==> src/hdl/i2c_master_message_sequencer_core_assert.svh <==
`ifndef I2C_MASTER_MESSAGE_SEQUENCER_CORE_ASSERT_SVH
`define I2C_MASTER_MESSAGE_SEQUENCER_CORE_ASSERT_SVH

// Same-cycle implication, sampled on clk, off during reset.
`define I2C_MSEQ_ASSERT_IMP(lbl, ante, cons) \
  lbl: assert property (@(posedge clk) disable iff (!rst_n) (ante) |-> (cons)) \
    else $error("i2c_mseq: same-cycle property violated");

// Next-cycle implication, sampled on clk, off during reset.
`define I2C_MSEQ_ASSERT_NXT(lbl, ante, cons) \
  lbl: assert property (@(posedge clk) disable iff (!rst_n) (ante) |=> (cons)) \
    else $error("i2c_mseq: next-cycle property violated");

`endif

==> src/hdl/i2c_mseq_pkg.sv <==
package i2c_mseq_pkg;

  typedef enum logic [1:0] {
    OP_LOAD  = 2'd0,
    OP_START = 2'd1,
    OP_EVENT = 2'd2,
    OP_NOP   = 2'd3
  } op_t;

  typedef enum logic [2:0] {
    ACT_NONE     = 3'd0,
    ACT_CONT     = 3'd1,
    ACT_START    = 3'd2,
    ACT_ADDR     = 3'd3,
    ACT_DATA     = 3'd4,
    ACT_RCV      = 3'd5,
    ACT_RCV_STOP = 3'd6,
    ACT_STOP     = 3'd7
  } action_t;

  localparam logic [3:0] ST_START      = 4'd0;
  localparam logic [3:0] ST_RSTART     = 4'd1;
  localparam logic [3:0] ST_ADDRW_ACK  = 4'd2;
  localparam logic [3:0] ST_ADDRW_NACK = 4'd3;
  localparam logic [3:0] ST_DATAW_ACK  = 4'd4;
  localparam logic [3:0] ST_ADDRR_ACK  = 4'd6;
  localparam logic [3:0] ST_DATAR_ACK  = 4'd8;
  localparam logic [3:0] ST_DATAR_NACK = 4'd9;
  localparam logic [3:0] ST_ADDR2_ACK  = 4'd10;

  localparam logic [1:0] CFG_SLAVE_ADDRESS  = 2'd0;
  localparam logic [1:0] CFG_READ_MODE      = 2'd1;
  localparam logic [1:0] CFG_MESSAGE_LENGTH = 2'd2;

  localparam logic [6:0] ADDR_MASK  = 7'h7f;
  localparam logic [8:0] CURSOR_MAX = 9'h1ff;

  typedef struct packed {
    action_t    action;
    logic [7:0] drive_byte;
    logic [7:0] received_byte;
    logic [8:0] position;
    logic       ack_enable;
    logic       busy_res;
    logic       error;
  } result_t;

endpackage

==> src/hdl/i2c_master_message_sequencer_core.sv <==
// Message sequencer for a single-message I2C master transfer.
// cfg_*: register writes (index 0 slave address, 1 read mode, 2 message
//   length); ready outside reset, write only while no transaction is in flight.
// in_*: one transaction per item; tuser carries the op (load, start, bus
//   status event, no-op), tdata the status code, load index, load byte and
//   received bus byte.
// out_*: exactly one result transaction per input item, in order; tuser
//   carries the controller action, tdata the drive byte, received byte,
//   position, ack enable, busy and error.
// An accepted item is registered in the middle stage and then in the output
//   register, where out_tvalid rises. The state update and the message
//   buffer access happen at acceptance; the buffer read for a transmit byte
//   is registered in the buffer and joins its item in the output register.
// Throughput: one item per cycle while out_tready does not stall, set by
//   the buffer's write and read ports and the scalar state update.
// Reset: synchronous rst_n clears the configuration, the position and busy,
//   sets ack enable, and empties both stages; in_tready and cfg_ready stay low
//   while it is held. The buffer is not cleared.
// A stalled out_tready holds the output register; one more item is held in
//   the middle stage, after which in_tready drops.
module i2c_master_message_sequencer_core #(
  parameter int BUFFER_BYTES = 256
) (
  input  logic        clk,
  input  logic        rst_n,
  input  logic        cfg_valid,
  output logic        cfg_ready,
  input  logic [1:0]  cfg_index,
  input  logic [8:0]  cfg_data,
  input  logic        in_tvalid,
  output logic        in_tready,
  input  logic [1:0]  in_tuser,   // op
  input  logic [31:0] in_tdata,   // status_code, load_index, load_byte, bus_rx_byte
  output logic        out_tvalid,
  input  logic        out_tready,
  output logic [2:0]  out_tuser,  // action
  output logic [31:0] out_tdata   // drive_byte, received_byte, position, ack_enable,
                                  // busy_res, error
);

  `include "i2c_master_message_sequencer_core_assert.svh"

  localparam int AW = (BUFFER_BYTES > 1) ? $clog2(BUFFER_BYTES) : 1;

  logic                  s1_valid, s1_ready, s1_mem;
  i2c_mseq_pkg::result_t s1_res, out_res;
  logic                  mem_we, mem_re;
  logic [AW-1:0]         mem_waddr, mem_raddr;
  logic [7:0]            mem_wdata, mem_rdata;
  logic                  start_out, nack_in;

  assign cfg_ready = rst_n;

  i2c_mseq_ctrl #(
    .BUFFER_BYTES(BUFFER_BYTES),
    .AW(AW)
  ) u_ctrl (
    .clk(clk),
    .rst_n(rst_n),
    .cfg_valid(cfg_valid),
    .cfg_index(cfg_index),
    .cfg_data(cfg_data),
    .in_valid(in_tvalid),
    .in_ready(in_tready),
    .op(i2c_mseq_pkg::op_t'(in_tuser)),
    .status_code(in_tdata[3:0]),
    .load_index(in_tdata[11:4]),
    .load_byte(in_tdata[19:12]),
    .bus_rx_byte(in_tdata[27:20]),
    .s1_ready(s1_ready),
    .s1_valid(s1_valid),
    .s1_res(s1_res),
    .s1_mem(s1_mem),
    .mem_we(mem_we),
    .mem_waddr(mem_waddr),
    .mem_wdata(mem_wdata),
    .mem_re(mem_re),
    .mem_raddr(mem_raddr)
  );

  i2c_mseq_mem #(
    .DEPTH(BUFFER_BYTES),
    .AW(AW)
  ) u_mem (
    .clk(clk),
    .we(mem_we),
    .waddr(mem_waddr),
    .wdata(mem_wdata),
    .re(mem_re),
    .raddr(mem_raddr),
    .rdata(mem_rdata)
  );

  i2c_mseq_out u_out (
    .clk(clk),
    .rst_n(rst_n),
    .s1_valid(s1_valid),
    .s1_res(s1_res),
    .s1_mem(s1_mem),
    .mem_rdata(mem_rdata),
    .s1_ready(s1_ready),
    .out_valid(out_tvalid),
    .out_ready(out_tready),
    .out_res(out_res)
  );

  assign out_tuser = out_res.action;
  assign out_tdata = {4'b0000, out_res.error, out_res.busy_res, out_res.ack_enable,
                      out_res.position, out_res.received_byte, out_res.drive_byte};

  assign start_out = out_tvalid && out_tuser == i2c_mseq_pkg::ACT_START;
  assign nack_in   = in_tvalid && in_tready && in_tuser == i2c_mseq_pkg::OP_EVENT &&
                     in_tdata[3:0] == i2c_mseq_pkg::ST_ADDRW_NACK;

  `I2C_MSEQ_ASSERT_IMP(a_stall_only_when_full, !in_tready, s1_valid)
  `I2C_MSEQ_ASSERT_IMP(a_mem_drive_clear, s1_valid && s1_mem, s1_res.drive_byte == 8'd0)
  `I2C_MSEQ_ASSERT_IMP(a_start_result, start_out, out_tdata[26:16] == 11'h600)
  `I2C_MSEQ_ASSERT_NXT(a_error_stops, nack_in, s1_valid && s1_res.error && !s1_res.busy_res)

endmodule

==> src/hdl/i2c_mseq_mem.sv <==
module i2c_mseq_mem #(
  parameter int DEPTH = 256,
  parameter int AW    = 8
) (
  input  logic          clk,
  input  logic          we,
  input  logic [AW-1:0] waddr,
  input  logic [7:0]    wdata,
  input  logic          re,
  input  logic [AW-1:0] raddr,
  output logic [7:0]    rdata
);

  logic [7:0] mem_r [DEPTH];
  logic [7:0] rdata_r;

  always_ff @(posedge clk) begin
    if (we) begin
      mem_r[waddr] <= wdata;
    end
    if (re) begin
      rdata_r <= mem_r[raddr];
    end
  end

  assign rdata = rdata_r;

endmodule

==> src/hdl/i2c_mseq_ctrl.sv <==
module i2c_mseq_ctrl #(
  parameter int BUFFER_BYTES = 256,
  parameter int AW           = 8
) (
  input  logic                  clk,
  input  logic                  rst_n,
  input  logic                  cfg_valid,
  input  logic [1:0]            cfg_index,
  input  logic [8:0]            cfg_data,
  input  logic                  in_valid,
  output logic                  in_ready,
  input  i2c_mseq_pkg::op_t     op,
  input  logic [3:0]            status_code,
  input  logic [7:0]            load_index,
  input  logic [7:0]            load_byte,
  input  logic [7:0]            bus_rx_byte,
  input  logic                  s1_ready,
  output logic                  s1_valid,
  output i2c_mseq_pkg::result_t s1_res,
  output logic                  s1_mem,
  output logic                  mem_we,
  output logic [AW-1:0]         mem_waddr,
  output logic [7:0]            mem_wdata,
  output logic                  mem_re,
  output logic [AW-1:0]         mem_raddr
);

  localparam logic [19:0]   BW        = 20'(BUFFER_BYTES);
  localparam logic [AW-1:0] ADDR_LAST = AW'(BUFFER_BYTES - 1);

  function automatic logic [AW-1:0] buf_index(input logic [7:0] idx);
    logic [19:0] r;
    r = 20'(idx);
    for (int k = 7; k >= 0; k--) begin
      if (r >= (BW << k)) begin
        r = r - (BW << k);
      end
    end
    return AW'(r);
  endfunction

  logic [6:0]            slave_address_r;
  logic                  read_mode_r;
  logic [8:0]            message_length_r;
  logic [8:0]            rem_r, rem_nxt;
  logic [8:0]            cursor_r, cursor_nxt;
  logic [AW-1:0]         addr_r, addr_nxt;
  logic                  ack_r, ack_nxt;
  logic                  busy_r, busy_nxt;
  logic                  s1_valid_r;
  i2c_mseq_pkg::result_t s1_res_r, res_nxt;
  logic                  s1_mem_r, mem_nxt;
  logic                  accept;
  logic                  we_nxt, re_nxt;
  logic [8:0]            cursor_inc;
  logic [AW-1:0]         addr_inc;

  assign in_ready = rst_n && (!s1_valid_r || s1_ready);
  assign accept   = in_valid && in_ready;

  assign cursor_inc = cursor_r + 9'd1;
  assign addr_inc   = (cursor_r == i2c_mseq_pkg::CURSOR_MAX || addr_r == ADDR_LAST) ?
                      '0 : addr_r + AW'(1);

  always_comb begin
    rem_nxt    = rem_r;
    cursor_nxt = cursor_r;
    addr_nxt   = addr_r;
    ack_nxt    = ack_r;
    busy_nxt   = busy_r;
    mem_nxt    = 1'b0;
    we_nxt     = 1'b0;
    re_nxt     = 1'b0;
    mem_waddr  = addr_r;
    mem_wdata  = bus_rx_byte;
    res_nxt    = '0;
    res_nxt.action = i2c_mseq_pkg::ACT_NONE;
    unique case (op)
      i2c_mseq_pkg::OP_LOAD: begin
        we_nxt    = 1'b1;
        mem_waddr = buf_index(load_index);
        mem_wdata = load_byte;
      end
      i2c_mseq_pkg::OP_START: begin
        rem_nxt        = message_length_r;
        cursor_nxt     = '0;
        addr_nxt       = '0;
        busy_nxt       = 1'b1;
        ack_nxt        = 1'b1;
        res_nxt.action = i2c_mseq_pkg::ACT_START;
      end
      i2c_mseq_pkg::OP_EVENT: begin
        case (status_code) inside
          i2c_mseq_pkg::ST_START, i2c_mseq_pkg::ST_RSTART: begin
            res_nxt.action     = i2c_mseq_pkg::ACT_ADDR;
            res_nxt.drive_byte = {slave_address_r & i2c_mseq_pkg::ADDR_MASK, read_mode_r};
          end
          i2c_mseq_pkg::ST_ADDRW_ACK, i2c_mseq_pkg::ST_DATAW_ACK,
          i2c_mseq_pkg::ST_ADDR2_ACK: begin
            if (rem_r == '0) begin
              res_nxt.action = i2c_mseq_pkg::ACT_STOP;
              busy_nxt       = 1'b0;
            end else begin
              res_nxt.action = i2c_mseq_pkg::ACT_DATA;
              re_nxt         = 1'b1;
              mem_nxt        = 1'b1;
              cursor_nxt     = cursor_inc;
              addr_nxt       = addr_inc;
              rem_nxt        = rem_r - 9'd1;
            end
          end
          i2c_mseq_pkg::ST_ADDRR_ACK, i2c_mseq_pkg::ST_DATAR_ACK: begin
            if (status_code == i2c_mseq_pkg::ST_DATAR_ACK) begin
              res_nxt.action        = i2c_mseq_pkg::ACT_RCV;
              res_nxt.received_byte = bus_rx_byte;
              we_nxt                = 1'b1;
              cursor_nxt            = cursor_inc;
              addr_nxt              = addr_inc;
              if (rem_r != '0) begin
                rem_nxt = rem_r - 9'd1;
              end
            end else begin
              res_nxt.action = i2c_mseq_pkg::ACT_CONT;
            end
            if (rem_nxt == 9'd1) begin
              ack_nxt = 1'b0;
            end
          end
          i2c_mseq_pkg::ST_DATAR_NACK: begin
            res_nxt.action        = i2c_mseq_pkg::ACT_RCV_STOP;
            res_nxt.received_byte = bus_rx_byte;
            we_nxt                = 1'b1;
            cursor_nxt            = cursor_inc;
            addr_nxt              = addr_inc;
            busy_nxt              = 1'b0;
          end
          default: begin
            res_nxt.action = i2c_mseq_pkg::ACT_STOP;
            res_nxt.error  = 1'b1;
            busy_nxt       = 1'b0;
          end
        endcase
      end
      i2c_mseq_pkg::OP_NOP: begin
        res_nxt.action = i2c_mseq_pkg::ACT_NONE;
      end
      default: begin
        res_nxt.action = i2c_mseq_pkg::ACT_NONE;
      end
    endcase
    res_nxt.position   = cursor_nxt;
    res_nxt.ack_enable = ack_nxt;
    res_nxt.busy_res   = busy_nxt;
  end

  assign mem_we    = accept && we_nxt;
  assign mem_re    = accept && re_nxt;
  assign mem_raddr = addr_r;

  always_ff @(posedge clk) begin
    if (!rst_n) begin
      slave_address_r  <= '0;
      read_mode_r      <= 1'b0;
      message_length_r <= '0;
      rem_r            <= '0;
      cursor_r         <= '0;
      addr_r           <= '0;
      ack_r            <= 1'b1;
      busy_r           <= 1'b0;
      s1_valid_r       <= 1'b0;
    end else begin
      if (cfg_valid) begin
        unique case (cfg_index)
          i2c_mseq_pkg::CFG_SLAVE_ADDRESS:  slave_address_r  <= cfg_data[6:0];
          i2c_mseq_pkg::CFG_READ_MODE:      read_mode_r      <= cfg_data[0];
          i2c_mseq_pkg::CFG_MESSAGE_LENGTH: message_length_r <= cfg_data;
          default: ;
        endcase
      end
      if (accept) begin
        rem_r    <= rem_nxt;
        cursor_r <= cursor_nxt;
        addr_r   <= addr_nxt;
        ack_r    <= ack_nxt;
        busy_r   <= busy_nxt;
      end
      if (in_ready) begin
        s1_valid_r <= in_valid;
      end
    end
  end

  always_ff @(posedge clk) begin
    if (accept) begin
      s1_res_r <= res_nxt;
      s1_mem_r <= mem_nxt;
    end
  end

  assign s1_valid = s1_valid_r;
  assign s1_res   = s1_res_r;
  assign s1_mem   = s1_mem_r;

endmodule

==> src/hdl/i2c_mseq_out.sv <==
module i2c_mseq_out (
  input  logic                  clk,
  input  logic                  rst_n,
  input  logic                  s1_valid,
  input  i2c_mseq_pkg::result_t s1_res,
  input  logic                  s1_mem,
  input  logic [7:0]            mem_rdata,
  output logic                  s1_ready,
  output logic                  out_valid,
  input  logic                  out_ready,
  output i2c_mseq_pkg::result_t out_res
);

  logic                  out_valid_r;
  i2c_mseq_pkg::result_t out_res_r, res_nxt;

  assign s1_ready = !out_valid_r || out_ready;

  always_comb begin
    res_nxt = s1_res;
    if (s1_mem) begin
      res_nxt.drive_byte = mem_rdata;
    end
  end

  always_ff @(posedge clk) begin
    if (!rst_n) begin
      out_valid_r <= 1'b0;
    end else if (s1_ready) begin
      out_valid_r <= s1_valid;
    end
  end

  always_ff @(posedge clk) begin
    if (s1_ready && s1_valid) begin
      out_res_r <= res_nxt;
    end
  end

  assign out_valid = out_valid_r;
  assign out_res   = out_res_r;

endmodule
==> config.mk <==
export PLATFORM = sky130hd
export DESIGN_NAME = i2c_master_message_sequencer_core
export DESIGN_NICKNAME = d
export VERILOG_FILES = /design/src/hdl/i2c_mseq_pkg.sv /design/src/hdl/i2c_master_message_sequencer_core.sv /design/src/hdl/i2c_mseq_mem.sv /design/src/hdl/i2c_mseq_ctrl.sv /design/src/hdl/i2c_mseq_out.sv
export VERILOG_INCLUDE_DIRS = /design/src /design/src/hdl
export SDC_FILE = /design/constraint.sdc
export NUM_CORES = 2
export LEC_CHECK = 0
export ABC_CLOCK_PERIOD_IN_PS = 8300
export BUFFER_PORTS_ARGS = -buffer_cell sky130_fd_sc_hd__buf_2
export CAP_MARGIN = 5
export CORE_MARGIN = 2
export CORE_UTILIZATION = 45
export DETAILED_ROUTE_END_ITERATION = 10
export PLACE_DENSITY = 0.57
export SETUP_SLACK_MARGIN = 0.5
export SYNTH_ARGS = -nofsm -noshare
export SYNTH_HDL_FRONTEND = slang
export SYNTH_SLANG_ARGS = --single-unit
==> constraint.sdc <==
create_clock -name clk -period 8.3 [get_ports clk]
set_input_delay 0.83 -clock clk [delete_from_list [all_inputs] [get_ports clk]]
set_output_delay 0.83 -clock clk [all_outputs]
set_load 0.02 [all_outputs]
-- Word-level counts from Yosys, hierarchy flattened
Memories as Yosys holds them, arrays and structs flattened. A register that Yosys moved wholly into a read port is not among the register bits.
Cells that the tools add are included.
- equality and inequality tests: 19
- add/subtract/negate cells: 3
- bitwise gates (word level): 1
- muxes and demuxes: 62
- reduce and logical (&&, ||, !) cells: 27
- operators by type and width (kind ; number):
    $mux W9 ; 16
    $mux W8 ; 13
    $pmux W9 S2 ; 2
    $mux W1 ; 21
    $pmux W8 S2 ; 1
    $eq A4 B4 Y1 const B ; 3
    $mux W3 ; 4
    $add A9 B1 Y9 const B ; 1
    $eq A9 B1 Y1 const B ; 1
    $eq A9 B9 Y1 const B ; 1
    $logic_not A9 Y1 ; 1
    $reduce_bool A9 Y1 ; 1
    $sub A9 B1 Y9 const B ; 1
    $add A8 B1 Y8 const B ; 1
    $eq A4 B3 Y1 const B ; 2
    $eq A8 B8 Y1 const B ; 1
    $reduce_and A2 Y1 ; 4
    $reduce_or A8 Y1 ; 1
    $pmux W1 S2 ; 3
    $pmux W3 S2 ; 1
    $reduce_and A6 Y1 ; 1
    $reduce_or A6 Y1 ; 1
    $logic_and A1 B1 Y1 ; 5
    $reduce_and A5 Y1 ; 1
    other kinds (18) ; 25
- RAM bits: 2048
- output and inout port bits: 38
- memories: 1
- register bits: 110
- memory list (memory ; words ; bits a word ; read ports ; clocked after memory_dff ; write ports ; line ; RTL):
    u_mem.mem_r ; 256 ; 8 ; 1 ; 1 ; 1 ; i2c_mseq_mem.sv:14 ; logic [7:0] mem_r [DEPTH];

-- Longest topological paths before layout
- word-level depth: 13
- gate-level depth with buffers: 13
- mapped depth without buffers: 9

-- Modules after synthesis
Synthesis repeated with hierarchy kept, for this count alone.
- cell total of the unflattened synthesis: 4209
- area, all modules: 84964.0 um^2
- modules (own cells, without submodules) (module ; sequential area each (um^2) ; cells an instance ; area an instance (um^2) ; instances):
    i2c_mseq_mem ; 61739.2 ; 3733 ; 79636.4 ; 1
    i2c_mseq_ctrl ; 1881.8 ; 425 ; 4180.3 ; 1
    i2c_mseq_out ; 950.9 ; 45 ; 1106.1 ; 1
    i2c_master_message_sequencer_core ; 0.0 ; 6 ; 41.3 ; 1

-- Worst setup path before layout
Ideal clock, no wire load.
- kind: input to register
- start point: input in_tuser[0]
- end point: memory u_mem.mem_r[0][0] (data pin)
- path slack: 4219 ps
- arrival: 3525 ps
- setup time: 556 ps
- path buffers: 2
- stages on the path: 5
- cells stage by stage: inv_1 > ha_1 > clkbuf_1 > clkbuf_1 > mux2_2
- longest elaborated chain between the ends: 2
- RTL lines (what ; line ; RTL):
    from (decl) ; i2c_master_message_sequencer_core.sv:32 ; input logic [1:0] in_tuser,
    $logic_not A2 Y1 ; i2c_mseq_ctrl.sv:78 ; unique case (op)
    $mux W8 ; i2c_mseq_ctrl.sv:78 ;
    net mem_wdata[0] ; i2c_master_message_sequencer_core.sv:49 ; logic [7:0] mem_wdata, mem_rdata;
    to (decl) ; i2c_mseq_mem.sv:14 ;
The timed path passes the listed nets, and every way through them passes these cells.

-- Worst setup path after layout
- start point: register u_ctrl.addr_r[2], in the netlist u_ctrl.mem_raddr[2]
- end point: memory u_mem.mem_r[9][0], enable pin
- longest elaborated chain between the ends: 1
- RTL lines (what ; line ; RTL):
    from (decl) ; i2c_mseq_ctrl.sv:47 ; logic [AW-1:0] addr_r, addr_nxt;
    from (signal assigned) ; i2c_mseq_ctrl.sv:183 ; addr_r <= addr_nxt;
    $mux W8 ; i2c_mseq_ctrl.sv:78 ;
Every way passes these cells.

==> run summary <==
status: complete, but fails checks
failing checks: DRC
Yosys top cell area share: 74.9%
Die Area: 192000 µm²
Final Worst Setup Slack: 3.72 ns
RSZ-0062 raised after global routing: no
final number of hold-violating endpoints: 0
vias: 43768
Post-Syn Area: 85000 µm²
mux share of post-synthesis cell area: 15.0%
Yosys reg bits: 2166
routed length on met3: 18000 µm
Core Box Area: 188000 µm²
Synth Area in XOR/XNOR: 0.0824%
clock-pin transition on the worst setup and hold timing paths: 0.06 ns
CTS buffer count: 215
Synth Warn #: 0
final WL: 234000 µm
CTS tree: yes
fraction of registers with async set/reset: 0%
Req. time, crit path: 8.77 ns
Slew HR: 12.0%
setup_tns: 0 ns
Die Y: 439 µm
input/output buffers: 79
Post-Synth Adder-Cell Area: 0.103%
Tcrit/Tclk final: 55.1%
final hold slack: 0.244 ns
PnR Total Power: 22.2 mW
Finished Layout Cells: 7077
post-synthesis sequential area ratio: 76.0%
final setup violating endpoints: 0
largest cells by area after synthesis: edfxtp_1 75%, mux4_2 13%, mux2i_1 1.6%
Register Area: 64600 µm²
total track usage: 24.2%
share of layout cells above drive strength 1: 22.8%
Initial DRC Count: 5929
Top Metal Used: met5
DP Worst Slack: 2.96 ns
Compound-Gate Fraction of Synth Area: 3.42%
Post-Syn Instances: 4262
synthesized area per cell: 19.9 µm²
vias in the first global route: 42912
chip width: 439 µm
CTS HTree Levels: 4
Multi-input gate area: 19200 µm²
Fillers: 15054
DP Area: 88200 µm²
FMAX: 218 MHz
# placed instances: 6672
Final Wtd Congestion: 0.868
Distinct cells, synth: 79
post-route ant nets: 0
largest family of logic cells by synthesized area: multiplexers
wire per inst: 33.1 µm
total gr overflow: 0
clock root buffer: clkbuf_16
global-route wire length before repair: 329000 µm
Max Clock Skew: 0.0252 ns
vias per cell: 6.18
Setup Crit Path Kind: reg -> reg
maxcap violations: 0
Post-Synth Simple-Gate Area: 3.75%
Post-CTS Setup Inserts: 0
top-level port count: 88
largest net degree at the start of global routing: 181
crit path time final: 4.58 ns
CP startpoint kind: register
DP Wirelength: 142000 µm
max-slew violations: 0
DRT Pass-1 Iters: 10
Max clock buf depth: 3
initial antenna violation count: 13
Slew @ Worst Pin: 1.32 ns
met2 WL: 110000 µm
Worst Path Max Fanout: 43
final core occ: 50.6%
area leader, netlist: edfxtp_1
power density over cell area: 233 nW/µm²
Area Overhead vs Synth: 11.9%
Starting Density: 45.3%
post-CTS sizing: 0
clock tree sinks: 2166
Critical Path Sink Type: register
top_reg_cell synth: edfxtp_1
leakage: 28.7 nW
post-route cell area: 95100 µm²
Crit path arrival time: 5.05 ns
Clock Latency Late Sink: 0.86 ns
fin nets: 4451
Cell Rows: 159
DRC Markers: 28
Worst Hold Class: in -> reg
hold buffers post-CTS: 0
Post-synth EDFFs: 2119
Metal-1 WL: 98100 µm
maximum vdd drop: 237 µV
==> final timing paths <==
path	startpoint	endpoint	slack (ns)	cells after the start
hold reg to reg	u_ctrl.s1_res[10]	u_out.out_res[10]	0.42	0
setup reg to reg	u_ctrl.mem_raddr[2]	u_mem.mem_r[9][0]	3.72	6
setup / recovery	u_ctrl.mem_raddr[2]	u_mem.mem_r[9][0]	3.72	6
hold / removal	cfg_data[7]	u_ctrl.message_length_r[7]	0.24	3
==> metal layers <==
| layer | GRT usage, % | vias to the layer above |
|---|---|---|
| li1 | - | 17801 |
| met2 | 37.5 | 2060 |
| met3 | 4.04 | 390 |
| met4 | 8.34 | 8 |
| met1 | 35.2 | 23509 |
| met5 | 0 | - |
==> cell families after synthesis <==
group	after synthesis
simple gates	716
buf+inv	276
compound gates	424
mux	664
fa+ha+maj	7
flops	2166
other cells	1
xor+xnor	8
==> layout by cell type (no fill, tap or decap), types with 39 or more instances in the layout <==
cell,n
a21oi_1,57
a22oi_1,65
buf_2,79
buf_4,75
clkbuf_1,43
clkbuf_16,221
clkinv_1,58
clkinv_2,39
dfxtp_1,41
edfxtp_1,2119
mux2i_1,140
mux4_2,480
nand2_1,157
nand3_1,48
nor2_1,330
o21ai_0,63
o22ai_1,56
==> synth_stat cells, types with 5 or more instances <==
cell type,instances
a311oi_1,10
buf_4,47
or2_2,7
a21o_1,6
nand4_1,8
buf_2,43
nor2_1,332
nand2_1,165
a221oi_1,12
buf_6,23
a211oi_1,13
mux2_2,44
o22ai_1,56
nand3_1,48
and2_1,15
o211ai_1,15
nor3b_1,6
a22oi_1,65
a21boi_0,5
inv_1,18
edfxtp_1,2119
dfxtp_1,47
nor2b_1,34
xnor2_1,7
mux2i_1,140
a22o_1,7
ha_1,7
o41ai_1,5
o21ai_0,63
mux4_2,480
nand2b_1,15
buf_1,23
o221ai_1,14
nand3b_1,5
and3_1,23
o31ai_1,8
a31oi_1,31
o2bb2ai_1,5
a2111oi_0,7
a21oi_1,57
nor3_1,30
clkbuf_1,120
or3_1,12
==> report_power, final <==
| part | total (mW) | switching, mW | leakage (nW) | internal (mW) |
|---|---|---|---|---|
| registers | 12.1 | 0.00863 | 19.5 | 12.1 |
| logic | 0.559 | 0.437 | 5.83 | 0.123 |
| clock network | 9.53 | 4.13 | 3.35 | 5.40 |
| total | 22.2 | 4.57 | 28.7 | 17.6 |
==> worst max-delay path, cell delays in order, from the launching register on <==
cell	delay [ns]
dfxtp_4	0.51
buf_4	0.41
nand2b_1	0.78
o22ai_1	0.57
nand2_1	0.59
buf_4	0.51
nor2_1	0.77
==> flip-flops by register name, summed over array words and instances (netlist names), 7 cells and up <==
register and count:
u_ctrl.slave_address_r 7, u_ctrl.s1_res 31, u_mem.mem_r 2048, u_mem.rdata 8, u_out.out_res 31, u_ctrl.message_length_r 9, u_ctrl.mem_raddr 8, u_ctrl.cursor_r 9
u_ctrl.rem_r 9
==> cell type report <==
| type | count | share of cell area [%] |
|---|---|---|
| flip-flops and latches | 2166 | 67.9 |
| multi-input cells | 1823 | 20.2 |
| clock buffers | 270 | 6.07 |
| well taps | 2495 | 3.28 |
| repair buffers | 170 | 1.34 |
| clock inverters | 131 | 1.13 |
| inverters | 18 | 0.0724 |
| diodes | 4 | 0.0105 |
(Power assumes the default switching activity.)
